===== config.mk =====
export PLATFORM = sky130hd
export DESIGN_NAME = tpc_mul
export DESIGN_NICKNAME = d
export VERILOG_FILES = /design/src/sv/tpc_mul.sv
export SDC_FILE = /design/constraint.sdc
export NUM_CORES = 2
export LEC_CHECK = 0
export ABC_AREA = 1
export BUFFER_PORTS_ARGS = -buffer_cell sky130_fd_sc_hd__buf_2
export CAP_MARGIN = 30
export CORE_ASPECT_RATIO = 1.4
export CORE_MARGIN = 4
export CORE_UTILIZATION = 55
export DETAILED_ROUTE_END_ITERATION = 16
export PLACE_DENSITY = 0.79
export SETUP_SLACK_MARGIN = 0.3
export SLEW_MARGIN = 20
export SYNTH_ARGS = -nofsm -noshare
export SYNTH_HDL_FRONTEND = slang
export SYNTH_SLANG_ARGS = --single-unit

===== constraint.sdc =====
create_clock -name clk_i -period 10.88 [get_ports clk_i]
set_clock_uncertainty 0.2 [all_clocks]
set_input_delay 2.176 -clock clk_i [delete_from_list [all_inputs] [get_ports clk_i]]
set_output_delay 2.176 -clock clk_i [all_outputs]
set_load 0.05 [all_outputs]

===== src/sv/tpc_mul.sv =====
// Shared signed 33x33 multiplier with a registered product.
module tpc_mul (
  input  logic               clk_i,
  input  logic signed [32:0] op_a_i,
  input  logic signed [32:0] op_b_i,
  output logic signed [65:0] prod_o
);

  logic signed [65:0] prod_q;

  always_ff @(posedge clk_i) begin
    prod_q <= op_a_i * op_b_i;
  end

  assign prod_o = prod_q;

endmodule


Yosys cells after proc, flatten, opt, wreduce, memory -nomap -nowiden
Index checks and enable logic that the tools add are counted.
- register bits: 66
- input port bits: 67
- output and inout bits: 66
- word-level logic and storage cells: 2
- $mul: 1
- operators by type and width (kind ; number):
    $mul A33 B33 Y66 ; 1

Longest topological paths before layout
- depth after elaboration: 1
- mapped depth: 34
- gate-level depth less buffers: 32

Least setup slack after synthesis
No wires, ideal clock.
- kind: input-to-reg
- start: in op_a_i[32]
- end: reg prod_q[60] (netlist: prod_o[60])
- setup time: 113 ps
- arrival time: 8819 ps
- required time: 10567 ps
- setup slack: 1748 ps
- cell stages on the path: 23
- buffers on the path: 2
- cells stage by stage: clkbuf_1 -> clkbuf_1 -> nand2_1 -> inv_1 -> fa_1 -> fa_1 -> fa_1 -> fa_1 -> inv_1 -> fa_1 -> fa_1 -> fa_1 -> fa_1 -> inv_1 -> ha_1 -> nand2_1 -> nor2_1 -> inv_1 -> nor3_1 -> nand2_1 -> and2_0 -> nand4_1 -> nand2_1
- longest elaborated chain between the ends: 1
- RTL lines (what ; RTL line ; text):
    from (decl) ; 4 ; input logic signed [32:0] op_a_i,
    $mul A33 B33 Y66 ; 12 ; prod_q <= op_a_i * op_b_i;
    to (signal assigned) ; 12 ;
    to (decl) ; 9 ; logic signed [65:0] prod_q;
No other way between the ends.

Worst setup path after layout
- start: in op_b_i[12]
- end: reg prod_q[57] (netlist: prod_o[57])
- longest elaborated chain between the ends: 1
- RTL lines (what ; RTL line ; text):
    from (decl) ; 5 ; input logic signed [32:0] op_b_i,
    $mul A33 B33 Y66 ; 12 ;
No other way between the ends.

==> run metrics <==
Port-buffer cells 132; Worst EP required 10.91 ns; htree depth 3; RSZ-0062 raised after global routing false; initial antenna violation count 10; MaxCap Viol Count 0; Initial Utilization 0.5548; Max FO, Critical Path 27; Syn Inst Count 5,543; top cell type's share of synthesized area 0.5309; Top Ports 133; max FFs per register 66; TritonRoute pass-1 iters 6; post-route minimum period 9.493 ns; Critical Path End Type flip-flop; hold_sp op_b_i[0]; GP Congestion 1.018; via count 34,024; vias in the first global route 39,054; Placed Instance Area 0.04445 mm^2; register area share after synthesis 0.03060; Max Clock Freq 105.3 MHz; fill count 6,957; Total Wirelength 123,400 um; actual slew at the worst max-slew pin 1.016 ns; via/cell ratio 5.222; area of the core 0.07782 mm^2; clock-pin transition on the worst setup and hold timing paths 0.06 ns; crit path kind in2reg; post-synthesis register bit count 66; hold depth 4; Final WS setup 1.387 ns; GRT overflow 0; DP Wirelength 104,300 um; WL/cell 18.94 um; post-synth top area cell fa_1; Main synth FF type dfxtp_1; hold_buf cts 0; DR DRC count 0; Root Buffer clkbuf_16; Cell Area, Synth 0.04317 mm^2; Distinct cells, synth 35; pins over their slew limit 0; hold violation count in the final report 0; Synth warnings 0; Arr. time, crit path 9.52 ns; Mapped Avg Cell Area 7.789 um^2; die width 244.8 um; TNS Setup 0 ns; placed cell count 6,493; DR iter-0 viols 2,358; Mapped Nets 6,972; clk buf depth 2; cts bufs inserted 9; post-route antenna net violation count 0; Period Utilization, post-route 0.8725; Startpoint Class primary input; final instance area 0.04477 mm^2; CTS tree yes; Final Net Count 6,889; synth-to-layout area growth 3.704%; Synth area leaders fa_1 53%, inv_1 16%, nand2_1 13%, ha_1 6.3%, dfxtp_1 3.1%; Async SR Flop Fraction 0; Post-synth EDFFs 0; clock sink total 66; number of core rows 121; cts repair resizes 0; Setup Buffers After CTS 0; Final Setup Violations 0; pin count of the biggest net entering global routing 34; Hold Path Sink prod_o[0]$_DFF_P_; pre-CTS worst setup slack 1.026 ns; layout cells sized above 1 0.04501; Tot GR Track Use 0.3118; Slew HR 0.3226; DIE AREA 0.08311 mm^2; Die Ht 339.5 um; status finished clean; first-pass GRT wire length 201,000 um; worst hold path class in2reg; fin cells 6,516
==> logic make-up (layout without fill, tap and decap cells) <==
group / Yosys count / count (layout) / synth area share
DFF: 66 / 66 / 0.03060
other: 0 / 6 / 0
adders and majority gates: 1362 / 1362 / 0.5938
buffers and inverters: 2158 / 2080 / 0.1876
AOI/OAI and AO/OA: 106 / 106 / 0.01377
and+or+nand+nor: 1810 / 1810 / 0.1659
xor gates and xnor gates: 41 / 41 / 0.008317
==> metrics by stage <==
step                      utilization  hold slack (ns)
final                          0.5754            2.297
after global routing           0.5753            2.328
after CTS                      0.5750            2.266
after detailed placement       0.5711            2.444
after global placement         0.5710            2.445
after floorplan                     -            2.240
==> synthesized netlist by cell type, types with 5 or more instances <==
library cell	n
a21oi_1	61
fa_1	1145
clkbuf_1	262
inv_1	1894
nand2_2	17
o21ai_0	19
ha_1	217
nand2_1	1517
or2_2	5
nor2_1	131
xor2_1	37
nand4_1	19
nor2_2	20
nand3_1	70
dfxtp_1	66
nor3_1	7
nand3_2	8
o21bai_1	14
==> cell type report <==
| class | count | area (um^2) | share of cell area |
|---|---|---|---|
| Antenna cell | 6 | 15.01 | 0.0003353 |
| Clock buffer | 9 | 225.2 | 0.005030 |
| Sequential cell | 66 | 1321 | 0.02951 |
| Inverter | 1895 | 7113 | 0.1589 |
| Timing Repair Buffer | 169 | 962.2 | 0.02149 |
| Tap cell | 1045 | 1308 | 0.02920 |
| Clock inverter | 7 | 76.32 | 0.001705 |
| Multi-Input combinational cell | 3319 | 33750 | 0.7539 |
==> critical path, cell delays in order <==
cell and delay, ns:
buf_2 0.64, nand2_1 0.30, fa_1 0.56, fa_1 0.85, fa_1 0.53, inv_1 0.40
fa_1 0.54, fa_1 0.56, fa_1 0.43, fa_1 0.49, inv_1 0.05, fa_1 0.47
inv_1 0.04, ha_1 0.42, nand2_1 0.14, nor2_1 0.19, nand3_1 0.16, nor2_1 0.21
o21ai_0 0.16, nand4_1 0.12, nand2_1 0.06
==> worst max path at each step <==
stage               slack [ns]                 end        from  depth (start not counted)
global placement          1.15  prod_o[63]$_DFF_P_  op_a_i[32]                         21
global route              0.98  prod_o[58]$_DFF_P_  op_b_i[12]                         23
detailed placement        1.03  prod_o[63]$_DFF_P_  op_b_i[12]                         21
CTS                       1.37  prod_o[63]$_DFF_P_  op_b_i[12]                         21
finish                    1.39  prod_o[57]$_DFF_P_  op_b_i[12]                         21
floorplan                 1.75  prod_o[60]$_DFF_P_  op_a_i[32]                         23
==> metal layers <==
layer,up-vias,global-route usage,part of all wire
met5,-,0,0
met4,0,0.2691,0.12
met3,742,0.03785,0.063
met2,1662,0.5564,0.51
met1,16791,0.3206,0.31
li1,14829,-,-
==> placed cells by master, fill, tap and decap left out, types with 2 or more instances in the layout <==
cell        synthesis  final
inv_6               0      2
xor2_1             37     37
nor2_1            131    131
a21oi_2             4      4
inv_1            1894   1894
a21oi_1            61     61
ha_1              217    217
o21ai_1             3      3
nand4_1            19     19
nand3_1            70     70
nor4_1              4      4
o21bai_1           14     14
clkinvlp_4          0      2
nand2_1          1517   1517
a21o_1              2      2
clkbuf_16           0      9
nand3b_1            3      3
nor2_2             20     20
buf_4               0     34
and2_1              2      2
fa_1             1145   1145
nor3_1              7      7
nand2_2            17     17
diode_2             0      6
or2_2               5      5
buf_2               0    132
dfxtp_1            66     66
o21ai_0            19     19
xnor2_1             4      4
nand3_2             8      8
nor2_4              3      3
Power is not shown: default switching activity piles up to over one toggle a cycle in this logic, so the estimate is an artifact.
