$ cat src/sv/tpc_pkg.sv
// Shared types, register codes and the triangle cut table of the plane clipper.
package tpc_pkg;

  localparam int unsigned DataW  = 32;
  localparam int unsigned PaddrW = 5;
  localparam logic [16:0] RatioOne = 17'h10000;

  localparam logic [2:0] REG_NRM_X = 3'd0;
  localparam logic [2:0] REG_NRM_Y = 3'd1;
  localparam logic [2:0] REG_NRM_Z = 3'd2;
  localparam logic [2:0] REG_PT_X  = 3'd3;
  localparam logic [2:0] REG_PT_Y  = 3'd4;
  localparam logic [2:0] REG_PT_Z  = 3'd5;

  typedef enum logic [3:0] {
    ST_IDLE,
    ST_SIDE_MUL,
    ST_SIDE_ACC,
    ST_DIV_START,
    ST_DIV_WAIT,
    ST_LOAD,
    ST_EDGE_MUL,
    ST_EDGE_ACC,
    ST_EMIT
  } seq_state_e;

  typedef logic [4:0][31:0] vert_t;

  typedef struct packed {
    logic [1:0]      n;
    logic [8:0][2:0] idx;
  } plan_t;

  function automatic logic signed [1:0] sgn(input logic signed [31:0] s);
    logic signed [1:0] g;
    if (s > 0) g = 2'sd1;
    else if (s < 0) g = -2'sd1;
    else g = 2'sd0;
    return g;
  endfunction

  // Vertices 0..2 are the input corners, 3..5 the split points on edges
  // 0-1, 0-2 and 1-2.
  function automatic plan_t cut_plan(input logic signed [31:0] s0, s1, s2);
    plan_t p;
    logic signed [1:0] g1, g2;
    p.n   = 2'd1;
    p.idx = {3'd0, 3'd0, 3'd0, 3'd0, 3'd0, 3'd0, 3'd2, 3'd1, 3'd0};
    g1 = sgn(s1);
    g2 = sgn(s2);
    if (s0 == 0) begin
      if (!(g1 == g2 && g1 != 0)) begin
        p.n   = 2'd2;
        p.idx = {3'd0, 3'd0, 3'd0, 3'd2, 3'd5, 3'd0, 3'd5, 3'd1, 3'd0};
      end
    end else begin
      if (s0 < 0) begin
        g1 = -g1;
        g2 = -g2;
      end
      if (g1 > 0) begin
        if (g2 < 0) begin
          p.n   = 2'd3;
          p.idx = {3'd2, 3'd5, 3'd4, 3'd0, 3'd4, 3'd5, 3'd5, 3'd1, 3'd0};
        end
      end else if (g1 == 0) begin
        if (g2 < 0) begin
          p.n   = 2'd2;
          p.idx = {3'd0, 3'd0, 3'd0, 3'd2, 3'd1, 3'd4, 3'd4, 3'd1, 3'd0};
        end
      end else if (g2 > 0) begin
        p.n   = 2'd3;
        p.idx = {3'd5, 3'd1, 3'd3, 3'd5, 3'd3, 3'd2, 3'd2, 3'd3, 3'd0};
      end else if (g2 == 0) begin
        p.n   = 2'd2;
        p.idx = {3'd0, 3'd0, 3'd0, 3'd2, 3'd1, 3'd3, 3'd2, 3'd3, 3'd0};
      end else begin
        p.n   = 2'd3;
        p.idx = {3'd3, 3'd2, 3'd1, 3'd2, 3'd3, 3'd4, 3'd4, 3'd3, 3'd0};
      end
    end
    return p;
  endfunction

endpackage

$ cat src/sv/tpc_div.sv
// Restoring divider for the edge ratio, one quotient bit per cycle, result capped at one.
module tpc_div (
  input  logic        clk_i,
  input  logic        rst_ni,
  input  logic        start_i,
  input  logic [31:0] num_i,
  input  logic [32:0] den_i,
  output logic        done_o,
  output logic [16:0] quo_o
);

  logic        busy_q, busy_d;
  logic        done_q, done_d;
  logic [4:0]  cnt_q, cnt_d;
  logic [33:0] rem_q, rem_d;
  logic [32:0] den_q, den_d;
  logic [16:0] quo_q, quo_d;
  logic [34:0] trial;

  assign trial = {rem_q, 1'b0} - {2'b00, den_q};

  always_comb begin
    busy_d = busy_q;
    done_d = 1'b0;
    cnt_d  = cnt_q;
    rem_d  = rem_q;
    den_d  = den_q;
    quo_d  = quo_q;
    if (start_i) begin
      den_d = den_i;
      rem_d = {2'b00, num_i};
      cnt_d = 5'd16;
      quo_d = '0;
      // A numerator not below the denominator (zero denominator included)
      // gives a ratio of at least one.
      if ({1'b0, num_i} >= den_i) begin
        quo_d  = tpc_pkg::RatioOne;
        done_d = 1'b1;
      end else begin
        busy_d = 1'b1;
      end
    end else if (busy_q) begin
      if (!trial[34]) begin
        rem_d = trial[33:0];
        quo_d = {quo_q[15:0], 1'b1};
      end else begin
        rem_d = {rem_q[32:0], 1'b0};
        quo_d = {quo_q[15:0], 1'b0};
      end
      cnt_d = cnt_q - 5'd1;
      if (cnt_q == 5'd1) begin
        busy_d = 1'b0;
        done_d = 1'b1;
      end
    end
  end

  always_ff @(posedge clk_i or negedge rst_ni) begin
    if (!rst_ni) begin
      busy_q <= 1'b0;
      done_q <= 1'b0;
      cnt_q  <= '0;
    end else begin
      busy_q <= busy_d;
      done_q <= done_d;
      cnt_q  <= cnt_d;
    end
  end

  always_ff @(posedge clk_i) begin
    rem_q <= rem_d;
    den_q <= den_d;
    quo_q <= quo_d;
  end

  assign done_o = done_q;
  assign quo_o  = quo_q;

endmodule

$ cat config.mk
export PLATFORM = sky130hd
export DESIGN_NAME = tpc_div
export DESIGN_NICKNAME = d
export VERILOG_FILES = /design/src/sv/tpc_pkg.sv /design/src/sv/tpc_div.sv
export SDC_FILE = /design/constraint.sdc
export NUM_CORES = 1
export LEC_CHECK = 0
export BUFFER_PORTS_ARGS = -buffer_cell sky130_fd_sc_hd__buf_2
export CAP_MARGIN = 20
export CORE_MARGIN = 2
export CORE_UTILIZATION = 31
export CTS_BUF_LIST = sky130_fd_sc_hd__clkbuf_8
export DETAILED_ROUTE_END_ITERATION = 16
export PLACE_DENSITY_LB_ADDON = 0.2
export SETUP_SLACK_MARGIN = 0.3
export SLEW_MARGIN = 20
export SYNTH_ARGS = -nofsm -noshare
export SYNTH_HDL_FRONTEND = slang
export SYNTH_SLANG_ARGS = --single-unit
$ cat constraint.sdc
create_clock -name clk_i -period 3.06 [get_ports clk_i]
set_input_delay 0.153 -clock clk_i [delete_from_list [all_inputs] [get_ports clk_i]]
set_output_delay 0.153 -clock clk_i [all_outputs]
set_load 0.01 [all_outputs]
* Word-level counts from Yosys, hierarchy flattened *
Index checks and enable logic that the tools add are counted.

storage, ports and cells
  bits in registers = 91
  input port bits = 68
  output and inout port bits = 18
  logic and storage cells = 30

cells by class
  add/subtract/negate cells = 2
  order comparisons = 1
  eq/ne operators = 2
  muxes and demuxes = 17
  reduce and logical (&&, ||, !) cells = 1

operators by type and width
  kind                 count
  $mux 32              2
  $mux 17              3
  $sub 35x33->35       1
  $mux 34              1
  $ge 32x33->1         1
  $mux 5               2
  $mux 1               9
  $eq 5x1->1 const B   1
  $sub 5x1->5 const B  1
  $ne 2x2->1 const B   1
  $reduce_bool 2->1    1

* Depth between registers and ports, before layout *
Gate-level depths: netlist of the first run.

  depth in word-level cells = 4
  depth in mapped cells = 13
  depth with buffers taken out = 11

* Least setup slack after synthesis of the first run *
No wires, ideal clock.

  kind = reg-to-reg
  start point = reg rem_q[1]
  end point = reg rem_q[27], data pin
  setup time = 0.261 ns
  arrival = 2.581 ns
  data required time = 2.799 ns
  slack = 0.219 ns
  cell stages (with the launch flop) = 11
  buffers on the path = 0
  clock period less this slack = 2.841 ns
  path through = edfxtp_1 -> ha_1 -> a21oi_2 -> a32oi_2 -> a2111oi_4 -> o21ba_2 -> o21ai_2 -> a221oi_1 -> o21bai_1 -> xor2_1 -> a221o_1

on the way
  longest elaborated chain between the ends = 4

ends and longest elaborated chain
  what                    RTL line       source
  from (decl)             tpc_div.sv:15  logic [33:0] rem_q, rem_d;
  from (signal assigned)  tpc_div.sv:71  rem_q <= rem_d;
  $sub 35x33->35          tpc_div.sv:20  assign trial = {rem_q, 1'b0} - {2'b00, den_q};
  $mux 34                 tpc_div.sv:43  if (!trial[34]) begin
  $mux 32                 tpc_div.sv:42  end else if (busy_q) begin
  $mux 32                 tpc_div.sv:29  if (start_i) begin
  via rem_d[27]           tpc_div.sv:15

The timed path passes the listed nets, and every way through them passes these cells. The select of a mux whose other input is x is not followed.
A chain may end at the register's enable or synchronous reset.

* Final worst setup path of the first run *
  start point = reg den_q[1]
  end point = reg rem_q[1], data pin

on the way
  longest elaborated chain between the ends = 4

ends and longest elaborated chain
  what                    RTL line       source
  from (decl)             tpc_div.sv:16  logic [32:0] den_q, den_d;
  from (signal assigned)  tpc_div.sv:72  den_q <= den_d;
  $sub 35x33->35          tpc_div.sv:20
  $mux 34                 tpc_div.sv:43
  $mux 32                 tpc_div.sv:42
  $mux 32                 tpc_div.sv:29
  via rem_d[1]            tpc_div.sv:15

The timed path passes the listed nets, and every way through them passes these cells. The select of a mux whose other input is x is not followed.

==> results.json, run 1 <==
{
  "outcome": "finished, final reports clean",
  "worstHoldStart": "num_i[2]",
  "num_vias": 5347,
  "total_power_w": 0.00807,
  "timing.rr.start": "den_q[1]",
  "power_leakage_nw": 3.92,
  "start_util_pct": 31.8,
  "clk_pin_slew_ns": 0.10,
  "hold_path_depth": 3,
  "p_sw_share_pct": 40.4,
  "wl_per_cell_um": 15.5,
  "synth_cell_types": 66,
  "p_comb_share_pct": 65.0,
  "p_switching_w": 0.00326,
  "p_int_w": 0.00481,
  "clock_latency_ns": 0.38,
  "post-route-period-util_pct": 96.9,
  "fill_cells": 2035,
  "use_met2_pct": 28.0,
  "finalSetupViolCount": 0,
  "slew_headroom_pct": 65.0,
  "busiest_layer": "met2",
  "netlist_instances": 653,
  "yosysMostFrequentCell": "edfxtp_1",
  "rsz0062_at_grt": "true",
  "grt_pass1_vias": 5664,
  "path_class": "reg2reg",
  "synthTopCellsByCount": "edfxtp_1 (82), inv_1 (77), ha_1 (66), nand2_1 (59), a21oi_1 (44)",
  "drcViolationCount": 0,
  "critPathArrivalTime_ns": 3.20,
  "fp.coreArea_mm2": 0.0204,
  "pwr-share-clk_pct": 10.2,
  "fin_util_pct": 42.3,
  "finalCriticalPeriod_ns": 2.97,
  "cts_buffer_depth": 2,
  "synth_top_area_cell": "edfxtp_1",
  "irDropWorstVdd_mv": 0.339,
  "crit_chain": "fa_2 > nor2b_4 > o311a_1 > o21ai_2 > nand4_2 > a31oi_2 > o21a_2 > o311ai_4 > buf_4 > buf_12 > mux2_4 > o21ai_1",
  "synth_area_per_cell_um2": 9.91,
  "overflow": 0,
  "fmax_mhz": 337,
  "grt_use_met1_pct": 19.8,
  "tightest_slew_ns": 0.523,
  "hpwlAfterDp_mm": 12.7,
  "pin_count": 86,
  "hold_path_end": "rem_q[2]",
  "chipHeight_um": 148,
  "cts.sinks": 91,
  "antenna_found_initial": 0,
  "worst_clock_skew_ns": 0.0129,
  "ys_ff_latch": 91,
  "crit_path_max_incr_delay_ns": 0.44,
  "design_area_mm2": 0.00862,
  "worst_path_max_delay_cell": "edfxtp_1",
  "path_max_fanout": 7,
  "die-area_mm2": 0.0220,
  "synth_edf_count": 82,
  "portBuffers": 85,
  "r2r-end": "rem_q[1]",
  "cts_tree": "done",
  "met3_usage_pct": 3.01,
  "synth_area_leaders": "edfxtp_1 (38%), ha_1 (13%), mux2i_1 (4.6%), inv_1 (4.5%), nand2_1 (3.4%)",
  "yosys.area.top_type_share_pct": 38.1,
  "endpoint_kind": "register",
  "hold_violations": 0,
  "drive_gt1_share_pct": 27.6,
  "reg2reg_slack_ns": 0.09,
  "cap_violations": 0,
  "seqPwrFrac_pct": 24.8,
  "yosysWarnings": 0,
  "vias_per_cell": 4.86,
  "power_density_mw_per_mm2": 937,
  "slew_violations": 0,
  "place_area_mm2": 0.00756,
  "async_flop_share_pct": 7.69,
  "htreeDepth": 3,
  "row_count": 52,
  "rr_worst_depth": 12,
  "syn_to_final_growth_pct": 33.2,
  "gr-usage-all-layers_pct": 16.0,
  "fin_tns_setup_ns": 0,
  "cp-start-kind": "register",
  "first_pass_iters": 4,
  "synth_area_mm2": 0.00647,
  "ant_nets": 0,
  "drtIter0Drc": 296,
  "grt_max_degree": 117,
  "grt_pass1_wl_mm": 28.0,
  "finalWeightedCongestion": 0.822,
  "hold_class": "in2reg",
  "cts_inserted_buffers": 9,
  "syn-num-nets": 788,
  "antenna_cells": 0,
  "cp.required_ns": 3.29,
  "drt_wl_total_mm": 17.1,
  "final_nets": 960,
  "die_w_um": 148,
  "root_buffer": "clkbuf_8",
  "ys_seq_area_share_pct": 41.4,
  "synth_top_flop_cell": "edfxtp_1"
}
-- final cells by class --
cell class / instances / area, um2 / share of cell area (%)
Multi-Input combinational cell: 462 / 3740 / 43.4
Clock buffer: 9 / 124 / 1.44
Timing Repair Buffer: 184 / 1380 / 16.0
Tap cell: 270 / 338 / 3.92
Clock inverter: 7 / 67.6 / 0.784
Inverter: 77 / 289 / 3.35
Sequential cell: 91 / 2680 / 31.1
-- sequential cells by signal, summed over array words and instances (netlist names) --
register and count:
busy_q 1, cnt_q 5, den_q 33, done_o 1, quo_o 17, rem_q 34
-- worst max-delay path by stage --
stage             start        end  slack, ns  cells past startpoint
2_1_floorplan  rem_q[0]  rem_q[10]       0.27                     12
3_3_place_gp   rem_q[3]  rem_q[27]       0.05                     10
3_5_place_dp   rem_q[0]  rem_q[27]      -0.04                     11
4_1_cts        rem_q[0]  rem_q[21]       0.08                     14
5_1_grt        den_q[1]   rem_q[9]      -0.07                     12
6_report       den_q[1]   rem_q[1]       0.09                     12
-- stage by stage --
stage                     hold WS (ns)  worst slack (ns)  cells
final                           0.0813            0.0945   1100
after global placement        -0.00772            0.0456   1028
after detailed placement     -0.000333           -0.0401   1028
after global routing            0.0668           -0.0681   1100
after floorplan                 -0.143             0.268    653
after CTS                       0.0536            0.0792   1099
-- power by group through the flow --
stage	Clock, W	Combinational [W]	Sequential (W)
after floorplan	0	0.00299	0.00193
after global placement	0	0.00419	0.00199
after detailed placement	0	0.00423	0.00199
after CTS	0.000852	0.00502	0.00198
after global routing	0.000905	0.00572	0.00204
final	0.000825	0.00525	0.00200
-- critical path, delay by kind of cell, from the launching register on --
family	cells	cell delay [ns]
compound gates	6	1.10
mux	1	0.31
buf+inv	2	0.33
flops	1	0.44
fa+ha+maj	1	0.42
simple gates	2	0.23
-- layer usage --
metal  wire, um  share of wire, %
met1       7640                45
met2       8580                50
met4        324               1.9
met3        502               2.9
met5          0                 0
-- layout by cell type (no fill, tap or decap), drive strengths merged, types with 6 or more instances in the layout --
master,instances
buf,150
edfxtp,82
inv,81
ha,66
nand2,59
o21ai,52
a21oi,46
dlygate4sd3,34
mux2i,30
nor2,28
nor2b,23
xnor2,19
a21o,16
xor2,15
clkbuf,9
nand3,8
o21bai,8
nand4,8
nand2b,7
dfrtp,7
a211oi,6
nor3,6
o21a,6
-- timing repair --
| action | CTS | global route |
|---|---|---|
| cloned | 2 | 0 |
| pin swaps | 26 | 7 |
| buffers inserted | 19 | 1 |
| setup endpoints to repair | 35 | 36 |
| hold buffers | 34 | 0 |
| endpoints found under the hold margin | 40 | 0 |
| resized for setup | 39 | 21 |
-- cell families after synthesis --
family / count (synthesis) / share of synthesized area (%)
compound gates: 168 / 17.4
xor+xnor: 34 / 4.60
fa+ha+maj: 67 / 13.1
buf+inv: 100 / 6.23
flops: 91 / 41.4
mux: 31 / 4.81
simple gates: 162 / 12.5
(Power assumes the default switching activity.)
==> inputs of run 2 (changes only) <==
Clock period 3.06 ns to 2.5 ns, I/O delays scaled along.
==> results.json, run 2 (synthesized netlist as in run 1, its figures left out) <==
{
  "power_leakage_nw": 4.29,
  "worst_clock_skew_ns": 0.0135,
  "total_power_w": 0.0105,
  "r2r-end": "rem_q[27]",
  "violations": "setup timing",
  "wl_per_cell_um": 15.5,
  "post-route-period-util_pct": 119,
  "critPathArrivalTime_ns": 3.14,
  "path_max_fanout": 6,
  "fill_cells": 1920,
  "cts_inserted_buffers": 9,
  "outcome": "finished, violations left",
  "hpwlAfterDp_mm": 13.3,
  "finalSetupViolCount": 35,
  "crit_path_start": "rem_q[14]",
  "clock_latency_ns": 0.40,
  "top_register": "rem_q",
  "row_count": 52,
  "place_area_mm2": 0.00812,
  "drcViolationCount": 0,
  "first_pass_iters": 5,
  "cp-start-kind": "register",
  "cp.required_ns": 2.66,
  "ant_nets": 0,
  "drive_gt1_share_pct": 33.5,
  "path_class": "reg2reg",
  "finalCriticalPeriod_ns": 2.98,
  "hold_class": "in2reg",
  "cts_tree": "done",
  "vias_per_cell": 4.86,
  "start_util_pct": 31.8,
  "portBuffers": 85,
  "cts_buffer_depth": 2,
  "grt_use_met1_pct": 22.1,
  "slew_violations": 0,
  "final_common_cell": "buf_4",
  "fp.coreArea_mm2": 0.0204,
  "largest_reg_flops": 34,
  "num_vias": 5676,
  "grt_max_degree": 117,
  "drtIter0Drc": 367,
  "worst_slack_ns": -0.482,
  "cts.sinks": 91,
  "gr-usage-all-layers_pct": 17.1,
  "die-area_mm2": 0.0220,
  "power_density_mw_per_mm2": 1150,
  "antenna_found_initial": 0,
  "rsz0062_at_grt": "true",
  "pin_count": 86,
  "finalWeightedCongestion": 0.901,
  "rr_worst_depth": 11,
  "htreeDepth": 3,
  "fmax_mhz": 335,
  "slew_headroom_pct": 62.2,
  "crit_path_max_incr_delay_ns": 0.54,
  "busiest_layer": "met2",
  "endpoint": "rem_q[27]",
  "layout_common_cells": "buf_4 (118), buf_2 (84), edfxtp_1 (82)",
  "worst_path_max_delay_cell": "or4_1",
  "met3_usage_pct": 2.48,
  "syn_to_final_growth_pct": 41.3,
  "tightest_slew_ns": 0.565,
  "root_buffer": "clkbuf_8",
  "antenna_cells": 0,
  "final_nets": 1029,
  "overflow": 0,
  "crit_chain": "ha_4 > buf_4 > buf_4 > nand2_1 > or4_1 > o21ba_4 > o21ai_4 > a221oi_2 > o21bai_1 > xor2_1 > a221o_1",
  "critPathMostFrequentCell": "buf_4",
  "cap_violations": 0,
  "design_area_mm2": 0.00914,
  "reg2reg_slack_ns": -0.48,
  "hold_violations": 0,
  "use_met2_pct": 29.0,
  "drt_wl_total_mm": 18.1,
  "grt_pass1_wl_mm": 29.8,
  "endpoint_kind": "register",
  "grt_pass1_vias": 5954,
  "die_w_um": 148,
  "timing.rr.start": "rem_q[14]",
  "chipHeight_um": 148,
  "clk_pin_slew_ns": 0.11,
  "irDropWorstVdd_mv": 0.510
}
## run 2: cell types whose count changed in the layout (fill, tap and decap cells not counted), moves of 2 or more
cell | before | now
clkinv_8 | 0 | 2
buf_4 | 51 | 118
ha_4 | 14 | 12
mux2i_1 | 25 | 27
buf_6 | 9 | 11
ha_1 | 51 | 53
nand2_2 | 2 | 4
nand2_1 | 57 | 55
## run 2: worst min path at each step
stage | startpoint | to | slack (ns) | cells after the start
3_3_place_gp | rst_ni | done_o | -0.03 | 1
4_1_cts | num_i[29] | rem_q[29] | 0.008 | 3
5_1_grt | den_i[26] | den_q[26] | 0.03 | 2
2_1_floorplan | rst_ni | busy_q | -0.17 | 0
3_5_place_dp | rst_ni | done_o | -0.03 | 1
6_report | den_i[26] | den_q[26] | 0.02 | 2
## run 2: cell type report
class	count	area [um2]	area share (%)
Inverter	77	289	3.16
Clock buffer	9	124	1.35
Sequential cell	91	2680	29.3
Multi-Input combinational cell	462	3720	40.7
Timing Repair Buffer	253	1920	20.9
Clock inverter	7	81.3	0.889
Tap cell	270	338	3.69
## run 2: per-stage QoR
step	TNS [ns]	instances	utilization [%]	hold slack, ns	worst slack (ns)
3_3_place_gp	-18.80	1097	39.9	-0.0338	-0.592
6_report	-14.27	1169	44.9	0.0218	-0.482
2_1_floorplan	-8.39	653	-	-0.171	-0.281
5_1_grt	-19.16	1169	44.9	0.0279	-0.610
3_5_place_dp	-18.29	1097	39.9	-0.0285	-0.627
4_1_cts	-13.25	1164	44.3	0.00797	-0.459
## run 2: what timing repair did
| action | in CTS | in global routing |
|---|---|---|
| gates resized for setup | 38 | 19 |
| setup endpoints to repair | 38 | 36 |
| pin swaps | 24 | 10 |
| endpoints found under the hold margin | 39 | 0 |
| setup buffers | 16 | 4 |
| cloned | 2 | 1 |
| hold buffers | 33 | 0 |
## run 2: metal layers
metal	wire length, um	vias up	part of all wire, %
li1	-	2821	-
met1	8280	2733	46
met2	8890	94	49
met3	472	28	2.6
met4	487	0	2.7
met5	0	-	0
## run 2: where the power goes
part           leakage, nW  internal (W)  switching [W]
registers            0.978       0.00215       0.000294
clock network        0.104      0.000402       0.000683
logic                 3.21       0.00379        0.00319
## run 2: critical path, delay by kind of cell (launching register included)
kind / cells / cell delay [ns]
AND/OR/NAND/NOR: 2 / 0.60
XOR/XNOR: 1 / 0.11
flip-flops: 1 / 0.45
adder cells (fa/ha/maj): 1 / 0.30
AO/OA/AOI/OAI: 5 / 1.03
buffers and inverters: 2 / 0.25
